File: src/least_squares_poly_fit_assert.svh
// Assertion macros shared by the least-squares fit modules.
`ifndef LEAST_SQUARES_POLY_FIT_ASSERT_SVH
`define LEAST_SQUARES_POLY_FIT_ASSERT_SVH
`ifndef SYNTHESIS
`define LSPF_ASSERT_CR(lbl, clk, rstn, prop, msg) \
  lbl: assert property (@(posedge clk) disable iff (!rstn) prop) else $error(msg);
`define LSPF_ASSERT(lbl, prop, msg) `LSPF_ASSERT_CR(lbl, clk_i, rst_ni, prop, msg)
`else
`define LSPF_ASSERT_CR(lbl, clk, rstn, prop, msg)
`define LSPF_ASSERT(lbl, prop, msg)
`endif
`endif

File: src/lspf_pkg.sv
// Types, constants and saturating arithmetic for the least-squares fit.
`timescale 1ns / 1ps
package lspf_pkg;

  localparam int MaxDegreeDef  = 3;
  localparam int MaxDegreeHigh = 4;
  localparam int IdxW          = $clog2(2 * MaxDegreeHigh + 2);
  localparam logic [63:0] QOne = 64'h0000_0001_0000_0000;

  // One input word: a sample in Q8.8.
  typedef struct packed {
    logic signed [15:0] sample_x;
    logic signed [15:0] sample_y;
    logic               last_point;
  } sample_t;

  // One result word: a coefficient in Q32.32.
  typedef struct packed {
    logic [1:0]         coef_index;
    logic signed [63:0] coef_value;
    logic               singular;
    logic               last_coef;
  } coef_t;

  // Datapath operations issued by the controller.
  typedef enum logic [4:0] {
    OP_NOP, OP_LOAD, OP_ACC_P, OP_ACC_PX, OP_ACC_M, OP_SET_P, OP_BUILD,
    OP_RD_II, OP_RD_KI, OP_PIV_LD, OP_PIV_CMP, OP_SWAP, OP_SING, OP_DIV_EL,
    OP_TERM, OP_RD_IJ, OP_MUL_EL, OP_RD_KJ, OP_WR_KJ, OP_RD_IM, OP_V_LD,
    OP_MUL_BS, OP_V_SUB, OP_BS_CHK, OP_SOL, OP_OUT
  } op_e;

  typedef enum logic [4:0] {
    S_IDLE, S_ACC_ADD, S_ACC_WY, S_ACC_WX, S_BUILD, S_PV_RD, S_PV_LD, S_PV_RK,
    S_PV_CMP, S_SWAP, S_EL_CHK, S_EL_RK, S_EL_DIV, S_EL_WD, S_EL_RI, S_EL_MUL,
    S_EL_WM, S_EL_WR, S_BS_RD, S_BS_LV, S_BS_RJ, S_BS_MUL, S_BS_WM, S_BS_RP,
    S_BS_CHK, S_BS_WD, S_OUT
  } state_e;

  typedef struct packed {
    op_e            op;
    logic [IdxW-1:0] i;
    logic [IdxW-1:0] j;
    logic [IdxW-1:0] k;
    logic [IdxW-1:0] m;
  } cmd_t;

  typedef struct packed {
    logic mul_done;
    logic div_done;
    logic piv_less;
    logic rd_zero;
    logic piv_zero;
  } stat_t;

  // Magnitude of a two's complement value; the minimum maps to 2^63.
  function automatic logic [63:0] mag64(input logic [63:0] v);
    return v[63] ? (~v + 64'd1) : v;
  endfunction

  // Apply a sign to a magnitude and clamp to the signed range.
  function automatic logic [63:0] sat_sign(input logic [63:0] m, input logic neg);
    if (neg) begin
      return m[63] ? 64'h8000_0000_0000_0000 : (~m + 64'd1);
    end
    return m[63] ? 64'h7FFF_FFFF_FFFF_FFFF : m;
  endfunction

  function automatic logic [63:0] sat_add(input logic [63:0] a, input logic [63:0] b);
    logic [64:0] s;
    s = {a[63], a} + {b[63], b};
    if (s[64] != s[63]) begin
      return s[64] ? 64'h8000_0000_0000_0000 : 64'h7FFF_FFFF_FFFF_FFFF;
    end
    return s[63:0];
  endfunction

  function automatic logic [63:0] sat_sub(input logic [63:0] a, input logic [63:0] b);
    logic [64:0] s;
    s = {a[63], a} - {b[63], b};
    if (s[64] != s[63]) begin
      return s[64] ? 64'h8000_0000_0000_0000 : 64'h7FFF_FFFF_FFFF_FFFF;
    end
    return s[63:0];
  endfunction

endpackage

File: src/lspf_ctrl.sv
// Controller: sequences accumulation, matrix build, elimination, back substitution, output.
`timescale 1ns / 1ps
`include "least_squares_poly_fit_assert.svh"
module lspf_ctrl import lspf_pkg::*; #(
  parameter int MaxDegree = MaxDegreeDef
) (
  input  logic       clk_i,
  input  logic       rst_ni,
  input  logic       start_i,
  input  logic       last_i,
  output logic       busy_o,
  input  logic       cfg_we_i,
  input  logic [1:0] cfg_wdata_i,
  input  stat_t      stat_i,
  output cmd_t       cmd_o
);

  localparam logic [IdxW-1:0] NPowI = IdxW'(2 * MaxDegree + 1);
  localparam logic [IdxW-1:0] NMomI = IdxW'(MaxDegree + 1);
  localparam logic [IdxW-1:0] MaxI  = IdxW'(MaxDegree);

  state_e state_q, state_d;
  logic [IdxW-1:0] i_q, i_d, j_q, j_d, k_q, k_d;
  logic last_q, last_d;
  logic [1:0] deg_q;
  logic [IdxW-1:0] dsel, mm, mlast;

  // Effective degree: zero reads as one, large values clamp.
  always_comb begin
    if (deg_q == 2'd0) begin
      dsel = IdxW'(1);
    end else if (IdxW'(deg_q) > MaxI) begin
      dsel = MaxI;
    end else begin
      dsel = IdxW'(deg_q);
    end
    mm    = IdxW'(dsel + 1'b1);
    mlast = dsel;
  end

  // Next state and commands.
  always_comb begin
    state_d   = state_q;
    i_d       = i_q;
    j_d       = j_q;
    k_d       = k_q;
    last_d    = last_q;
    cmd_o.op  = OP_NOP;
    cmd_o.i   = i_q;
    cmd_o.j   = j_q;
    cmd_o.k   = k_q;
    cmd_o.m   = mm;
    case (state_q)
      S_IDLE: begin
        if (start_i) begin
          cmd_o.op = OP_LOAD;
          last_d   = last_i;
          i_d      = '0;
          state_d  = S_ACC_ADD;
        end
      end
      S_ACC_ADD: begin
        if (i_q < NMomI) begin
          cmd_o.op = OP_ACC_P;
          state_d  = S_ACC_WY;
        end else begin
          cmd_o.op = OP_ACC_PX;
          state_d  = S_ACC_WX;
        end
      end
      S_ACC_WY: begin
        if (stat_i.mul_done) begin
          cmd_o.op = OP_ACC_M;
          state_d  = S_ACC_WX;
        end
      end
      S_ACC_WX: begin
        if (stat_i.mul_done) begin
          cmd_o.op = OP_SET_P;
          if (i_q == NPowI - 1'b1) begin
            i_d     = '0;
            j_d     = '0;
            state_d = last_q ? S_BUILD : S_IDLE;
          end else begin
            i_d     = i_q + 1'b1;
            state_d = S_ACC_ADD;
          end
        end
      end
      S_BUILD: begin
        cmd_o.op = OP_BUILD;
        if (j_q == mm) begin
          j_d = '0;
          if (i_q == mlast) begin
            i_d     = '0;
            state_d = S_PV_RD;
          end else begin
            i_d = i_q + 1'b1;
          end
        end else begin
          j_d = j_q + 1'b1;
        end
      end
      S_PV_RD: begin
        cmd_o.op = OP_RD_II;
        k_d      = i_q + 1'b1;
        state_d  = S_PV_LD;
      end
      S_PV_LD: begin
        cmd_o.op = OP_PIV_LD;
        state_d  = S_PV_RK;
      end
      S_PV_RK: begin
        cmd_o.op = OP_RD_KI;
        state_d  = S_PV_CMP;
      end
      S_PV_CMP, S_SWAP: begin
        cmd_o.op = (state_q == S_SWAP) ? OP_SWAP : OP_PIV_CMP;
        if (state_q == S_PV_CMP && stat_i.piv_less) begin
          state_d = S_SWAP;
        end else if (k_q == mlast) begin
          state_d = S_EL_CHK;
        end else begin
          k_d     = k_q + 1'b1;
          state_d = S_PV_RK;
        end
      end
      S_EL_CHK: begin
        if (stat_i.piv_zero) begin
          cmd_o.op = OP_SING;
          if (IdxW'(i_q + 1'b1) == mlast) begin
            i_d     = mlast;
            state_d = S_BS_RD;
          end else begin
            i_d     = i_q + 1'b1;
            state_d = S_PV_RD;
          end
        end else begin
          k_d     = i_q + 1'b1;
          state_d = S_EL_RK;
        end
      end
      S_EL_RK: begin
        cmd_o.op = OP_RD_KI;
        state_d  = S_EL_DIV;
      end
      S_EL_DIV: begin
        cmd_o.op = OP_DIV_EL;
        state_d  = S_EL_WD;
      end
      S_EL_WD: begin
        if (stat_i.div_done) begin
          cmd_o.op = OP_TERM;
          j_d      = '0;
          state_d  = S_EL_RI;
        end
      end
      S_EL_RI: begin
        cmd_o.op = OP_RD_IJ;
        state_d  = S_EL_MUL;
      end
      S_EL_MUL: begin
        cmd_o.op = OP_MUL_EL;
        state_d  = S_EL_WM;
      end
      S_EL_WM: begin
        if (stat_i.mul_done) begin
          cmd_o.op = OP_RD_KJ;
          state_d  = S_EL_WR;
        end
      end
      S_EL_WR: begin
        cmd_o.op = OP_WR_KJ;
        if (j_q == mm) begin
          if (k_q == mlast) begin
            if (IdxW'(i_q + 1'b1) == mlast) begin
              i_d     = mlast;
              state_d = S_BS_RD;
            end else begin
              i_d     = i_q + 1'b1;
              state_d = S_PV_RD;
            end
          end else begin
            k_d     = k_q + 1'b1;
            state_d = S_EL_RK;
          end
        end else begin
          j_d     = j_q + 1'b1;
          state_d = S_EL_RI;
        end
      end
      S_BS_RD: begin
        cmd_o.op = OP_RD_IM;
        j_d      = i_q + 1'b1;
        state_d  = S_BS_LV;
      end
      S_BS_LV: begin
        cmd_o.op = OP_V_LD;
        state_d  = (j_q == mm) ? S_BS_RP : S_BS_RJ;
      end
      S_BS_RJ: begin
        cmd_o.op = OP_RD_IJ;
        state_d  = S_BS_MUL;
      end
      S_BS_MUL: begin
        cmd_o.op = OP_MUL_BS;
        state_d  = S_BS_WM;
      end
      S_BS_WM: begin
        if (stat_i.mul_done) begin
          cmd_o.op = OP_V_SUB;
          j_d      = j_q + 1'b1;
          state_d  = (IdxW'(j_q + 1'b1) == mm) ? S_BS_RP : S_BS_RJ;
        end
      end
      S_BS_RP: begin
        cmd_o.op = OP_RD_II;
        state_d  = S_BS_CHK;
      end
      S_BS_CHK, S_BS_WD: begin
        if (state_q == S_BS_CHK) begin
          cmd_o.op = OP_BS_CHK;
        end else if (stat_i.div_done) begin
          cmd_o.op = OP_SOL;
        end
        if ((state_q == S_BS_CHK && !stat_i.rd_zero) ||
            (state_q == S_BS_WD && !stat_i.div_done)) begin
          state_d = S_BS_WD;
        end else if (i_q == '0) begin
          state_d = S_OUT;
        end else begin
          i_d     = i_q - 1'b1;
          state_d = S_BS_RD;
        end
      end
      S_OUT: begin
        cmd_o.op = OP_OUT;
        if (i_q == mlast) begin
          state_d = S_IDLE;
        end else begin
          i_d = i_q + 1'b1;
        end
      end
      default: state_d = S_IDLE;
    endcase
  end

  // State, loop counters and the degree register.
  always_ff @(posedge clk_i or negedge rst_ni) begin
    if (!rst_ni) begin
      state_q <= S_IDLE;
      i_q     <= '0;
      j_q     <= '0;
      k_q     <= '0;
      last_q  <= 1'b0;
      deg_q   <= 2'd3;
    end else begin
      state_q <= state_d;
      i_q     <= i_d;
      j_q     <= j_d;
      k_q     <= k_d;
      last_q  <= last_d;
      if (cfg_we_i) begin
        deg_q <= cfg_wdata_i;
      end
    end
  end

  assign busy_o = (state_q != S_IDLE);

  `LSPF_ASSERT(a_accept_idle, (start_i && !busy_o) |=> (state_q == S_ACC_ADD), "word accepted but no accumulation")
  `LSPF_ASSERT(a_out_end, (state_q == S_OUT && i_q == mlast) |=> (state_q == S_IDLE), "run did not end after last coefficient")
  `LSPF_ASSERT(a_build_range, (state_q == S_BUILD) |-> (i_q <= mlast && j_q <= mm), "matrix build index out of range")

endmodule

File: config.mk
export PLATFORM = sky130hd
export DESIGN_NAME = lspf_ctrl
export DESIGN_NICKNAME = d
export VERILOG_FILES = /design/src/lspf_pkg.sv /design/src/lspf_ctrl.sv
export VERILOG_INCLUDE_DIRS = /design/src /design/src/src
export SDC_FILE = /design/constraint.sdc
export NUM_CORES = 1
export LEC_CHECK = 0
export ABC_CLOCK_PERIOD_IN_PS = 3400
export BUFFER_PORTS_ARGS = -buffer_cell sky130_fd_sc_hd__buf_4
export CORE_ASPECT_RATIO = 1.75
export CORE_MARGIN = 4
export CORE_UTILIZATION = 59
export DETAILED_ROUTE_END_ITERATION = 16
export HOLD_SLACK_MARGIN = 0.05
export PLACE_DENSITY = 0.89
export SYNTH_ARGS = -nofsm -noshare
export SYNTH_HDL_FRONTEND = slang
export SYNTH_SLANG_ARGS = --single-unit
File: constraint.sdc
create_clock -name clk_i -period 3.4 [get_ports clk_i]
set_input_delay 0.17 -clock clk_i [delete_from_list [all_inputs] [get_ports clk_i]]
set_output_delay 0.17 -clock clk_i [all_outputs]
set_load 0.05 [all_outputs]
==> results.ini <==
[setup_path]
critical_path_buf_inv_count=1
crit_slowest_cell=dfrtp_1
crit_path_max_incr_delay_ns=0.74
timing_worst_setup_path_type=reg2out
critical_path.cell_chain=nand2b_1 -> or2_2 -> a21boi_0 -> o21ai_0 -> o21ai_0 -> o21ai_0 -> buf_4
worst_setup_path_start_kind=register
worstSetupEndpointType=output pin
timing.rr.end=state_q[1]
crit_fanout=20
worst-r2r-cell-count=8
worst-r2r-setup-slack_ns=0.67
arrival_ns=2.60
crit_top_cell=o21ai_0
regToRegStartpoint=i_q[0]
timing.critical_path.depth=7
timing.critical_path.max_delay_family=flip-flops
cp.required_ns=3.23

[timing]
period_minus_slack_ns=2.77
clock-skew-final_ns=0.00219
report.final.setup_viol=0
maxSlewHeadroom=0.481
hold-worst-slack_ns=0.130
final-max-slew-violation-count=0
layout_worst_path_cycle_share=0.814
rsz0062_at_grt=false
fmax_mhz=362
timing_hold_violations_final=0
setup_tns_ns=0
worstMarginPinSlew_ns=0.778

[yosys]
synth_sequential_area_ratio=0.188
synthArstFlopShare=1.00
synth_enable_flop_cells=0
synth.top_cells.by_area=dfrtp_1, a21oi_1, mux2_2
gate_count_of_the_mapped_netlist=356
commonest_register_cell_after_synthesis=dfrtp_1
synth_largest_type_area_fraction=0.168
synth-seq-cells=20
syn-num-nets=374
synth.cell_area_sq_um=2680
synth_area_per_cell_sq_um=7.53
synth_top_area_cell=dfrtp_1
netlist-cell-type-count=80
ys_warn_count=0

[cts]
cts_tree=yes
cts_inserted_buffers=3
clk-insertion-delay-late_ns=0.27
post-cts-setup-buffer-count=0
cts-root-to-sink-buffers=2
clk_transition_reported_paths_ns=0.08
clkSinkCount=20
h-tree-depth=1
cts_root_buf=clkbuf_8

[grt]
gr-total-overflow=0
via_count_of_the_first_global_routing_pass=2820
globalRouteTotalUtil=0.293
grt_max_degree=28
antenna_found_initial=0
global_route_wire_length_before_repair_mm=13.4

[status]
run_status=completed

[hold_path]
hold_path.startpoint=cfg_wdata_i[0]
timing.hold.worst_endpoint=deg_q[0]
min_path_cells=2
hp-class=in2reg

[layout]
num_antenna_cells=0
finish.instance_area_sq_um=2970
nNetsFinal=389
layout.cells.non_filler=421
final_util=0.675
layout-drive-gt1-share=0.197
layout-area-overhead-vs-synth_pct=11.0

[route]
drt_first_iter_violations=369
drcViolationCount=0
drt_first_pass_iters=5
detail_route.vias_per_cell=7.00
routed-via-count=2949
wl_per_cell_um=19.4
drt.antenna.violating_nets=0
wl_mm=8.15

[run]
maxCapViolCount=0

[floorplan]
die_area_sq_um=5730
die_h_um=97.2
rows=32
core_area_sq_um=4400
pin_count=34
initial_utilization=0.609
die-width_um=59.0

[power_and_ir_drop]
comb_power_frac=0.711
max-vdd-ir-drop_uv=747
power_frac_clock=0.090
power_switching_share=0.556
total_switching_power_mw=1.51
cell_internal_pwr_mw=1.21
fraction_of_power_consumed_by_sequential_logic=0.199
power_per_cell_area_nw_per_um2=915
power_leakage_nw=1.22

[place]
portBuffers=32
place.gp.congestion=1.02
numPlacedInstances=416
hpwlAfterDp_mm=6.11
total_cell_area_at_the_placement_stage_sq_um=2890

==> layer usage <==
| metal | share of wire | GRT usage | vias up |
|---|---|---|---|
| met2 | 0.51 | 0.491 | 166 |
| met4 | 0.076 | 0.204 | 0 |
| li1 | - | - | 1365 |
| met5 | 0 | 0 | - |
| met1 | 0.36 | 0.326 | 1361 |
| met3 | 0.058 | 0.0359 | 57 |
==> kinds of logic (layout without fill, tap and decap cells) <==
group	after synthesis	count (layout)	synth area share
other	1	1	0.00140
adders and majority gates	6	6	0.0280
DFF	20	20	0.188
and+or+nand+nor	144	144	0.310
muxes	13	13	0.0537
AOI/OAI and AO/OA	120	120	0.324
buffers and inverters	47	61	0.0789
xor gates and xnor gates	5	5	0.0163
==> placed cells by master (no fill, tap or decap), drive strengths merged, types with 4 or more instances in the layout <==
| master | synthesis | routed |
|---|---|---|
| buf | 15 | 40 |
| dfrtp | 18 | 18 |
| nor3b | 4 | 4 |
| or2 | 5 | 5 |
| o22ai | 8 | 8 |
| nor4 | 4 | 4 |
| a21oi | 26 | 26 |
| inv | 15 | 15 |
| o211ai | 7 | 7 |
| nand3 | 14 | 14 |
| mux2 | 11 | 11 |
| a21boi | 4 | 4 |
| o31ai | 4 | 4 |
| or4b | 4 | 4 |
| nor3 | 13 | 13 |
| a211oi | 5 | 5 |
| nand2b | 7 | 7 |
| o21ai | 25 | 25 |
| nand4 | 4 | 4 |
| ha | 6 | 6 |
| nor2 | 22 | 22 |
| nor2b | 11 | 11 |
| and3 | 5 | 5 |
| a31oi | 4 | 4 |
| or3 | 6 | 6 |
| a211o | 5 | 5 |
| and2 | 4 | 4 |
| nand3b | 4 | 4 |
| nand2 | 26 | 26 |
==> power groups by stage <==
stage	Clock (mW)	Combinational (mW)	Sequential, mW
floorplan	0	1.46	0.503
global placement	0	1.87	0.528
detailed placement	0	1.89	0.535
CTS	0.245	1.91	0.529
global route	0.257	2.07	0.564
finish	0.245	1.93	0.542
==> metrics by stage <==
step                      worst slack (ns)  power [mW]
after floorplan                      0.546        1.96
after global placement               0.836        2.40
after detailed placement             0.729        2.43
after CTS                            0.655        2.68
after global routing                 0.394        2.89
final                                0.634        2.72
==> how the worst max path moves through the flow <==
stage	from	to	slack (ns)
after floorplan	state_q[1]	cmd_o[20]	0.55
after global placement	i_q[0]	state_q[1]	0.84
after detailed placement	i_q[1]	i_q[2]	0.73
after CTS	state_q[4]	cmd_o[17]	0.65
after global routing	state_q[4]	cmd_o[17]	0.39
final	state_q[4]	cmd_o[17]	0.63
==> Yosys cell counts, drive strengths merged (6+ instances only) <==
cell type   n
buf        15
o22ai       8
nand2      26
inv        15
dfrtp      18
o211ai      7
clkbuf     16
mux2       11
ha          6
o21ai      25
nand2b      7
nor3       13
a21oi      26
nor2b      11
nor2       22
or3         6
nand3      14
==> state kept, by name (all words and copies together), names as in the netlist <==
| signal | cells |
|---|---|
| state_q | 5 |
| i_q | 4 |
| j_q | 4 |
| k_q | 4 |
| deg_q | 2 |
| last_q | 1 |
==> timing repair <==
| item | in CTS | in global routing |
|---|---|---|
| resized for setup | 0 | 0 |
| endpoints found under the hold margin | 20 | 0 |
| endpoints found under the setup margin | 0 | 0 |
| hold buffers | 1 | 0 |
==> area by class of cell <==
| cell class | instances | area, sq um |
|---|---|---|
| Timing Repair Buffer | 41 | 310 |
| Clock inverter | 1 | 30.0 |
| Clock buffer | 3 | 41.3 |
| Multi-Input combinational cell | 289 | 1970 |
| Fill cell | 377 | 1430 |
| Inverter | 16 | 60.1 |
| Tap cell | 51 | 63.8 |
| Sequential cell | 20 | 503 |
(Power assumes the default switching activity.)
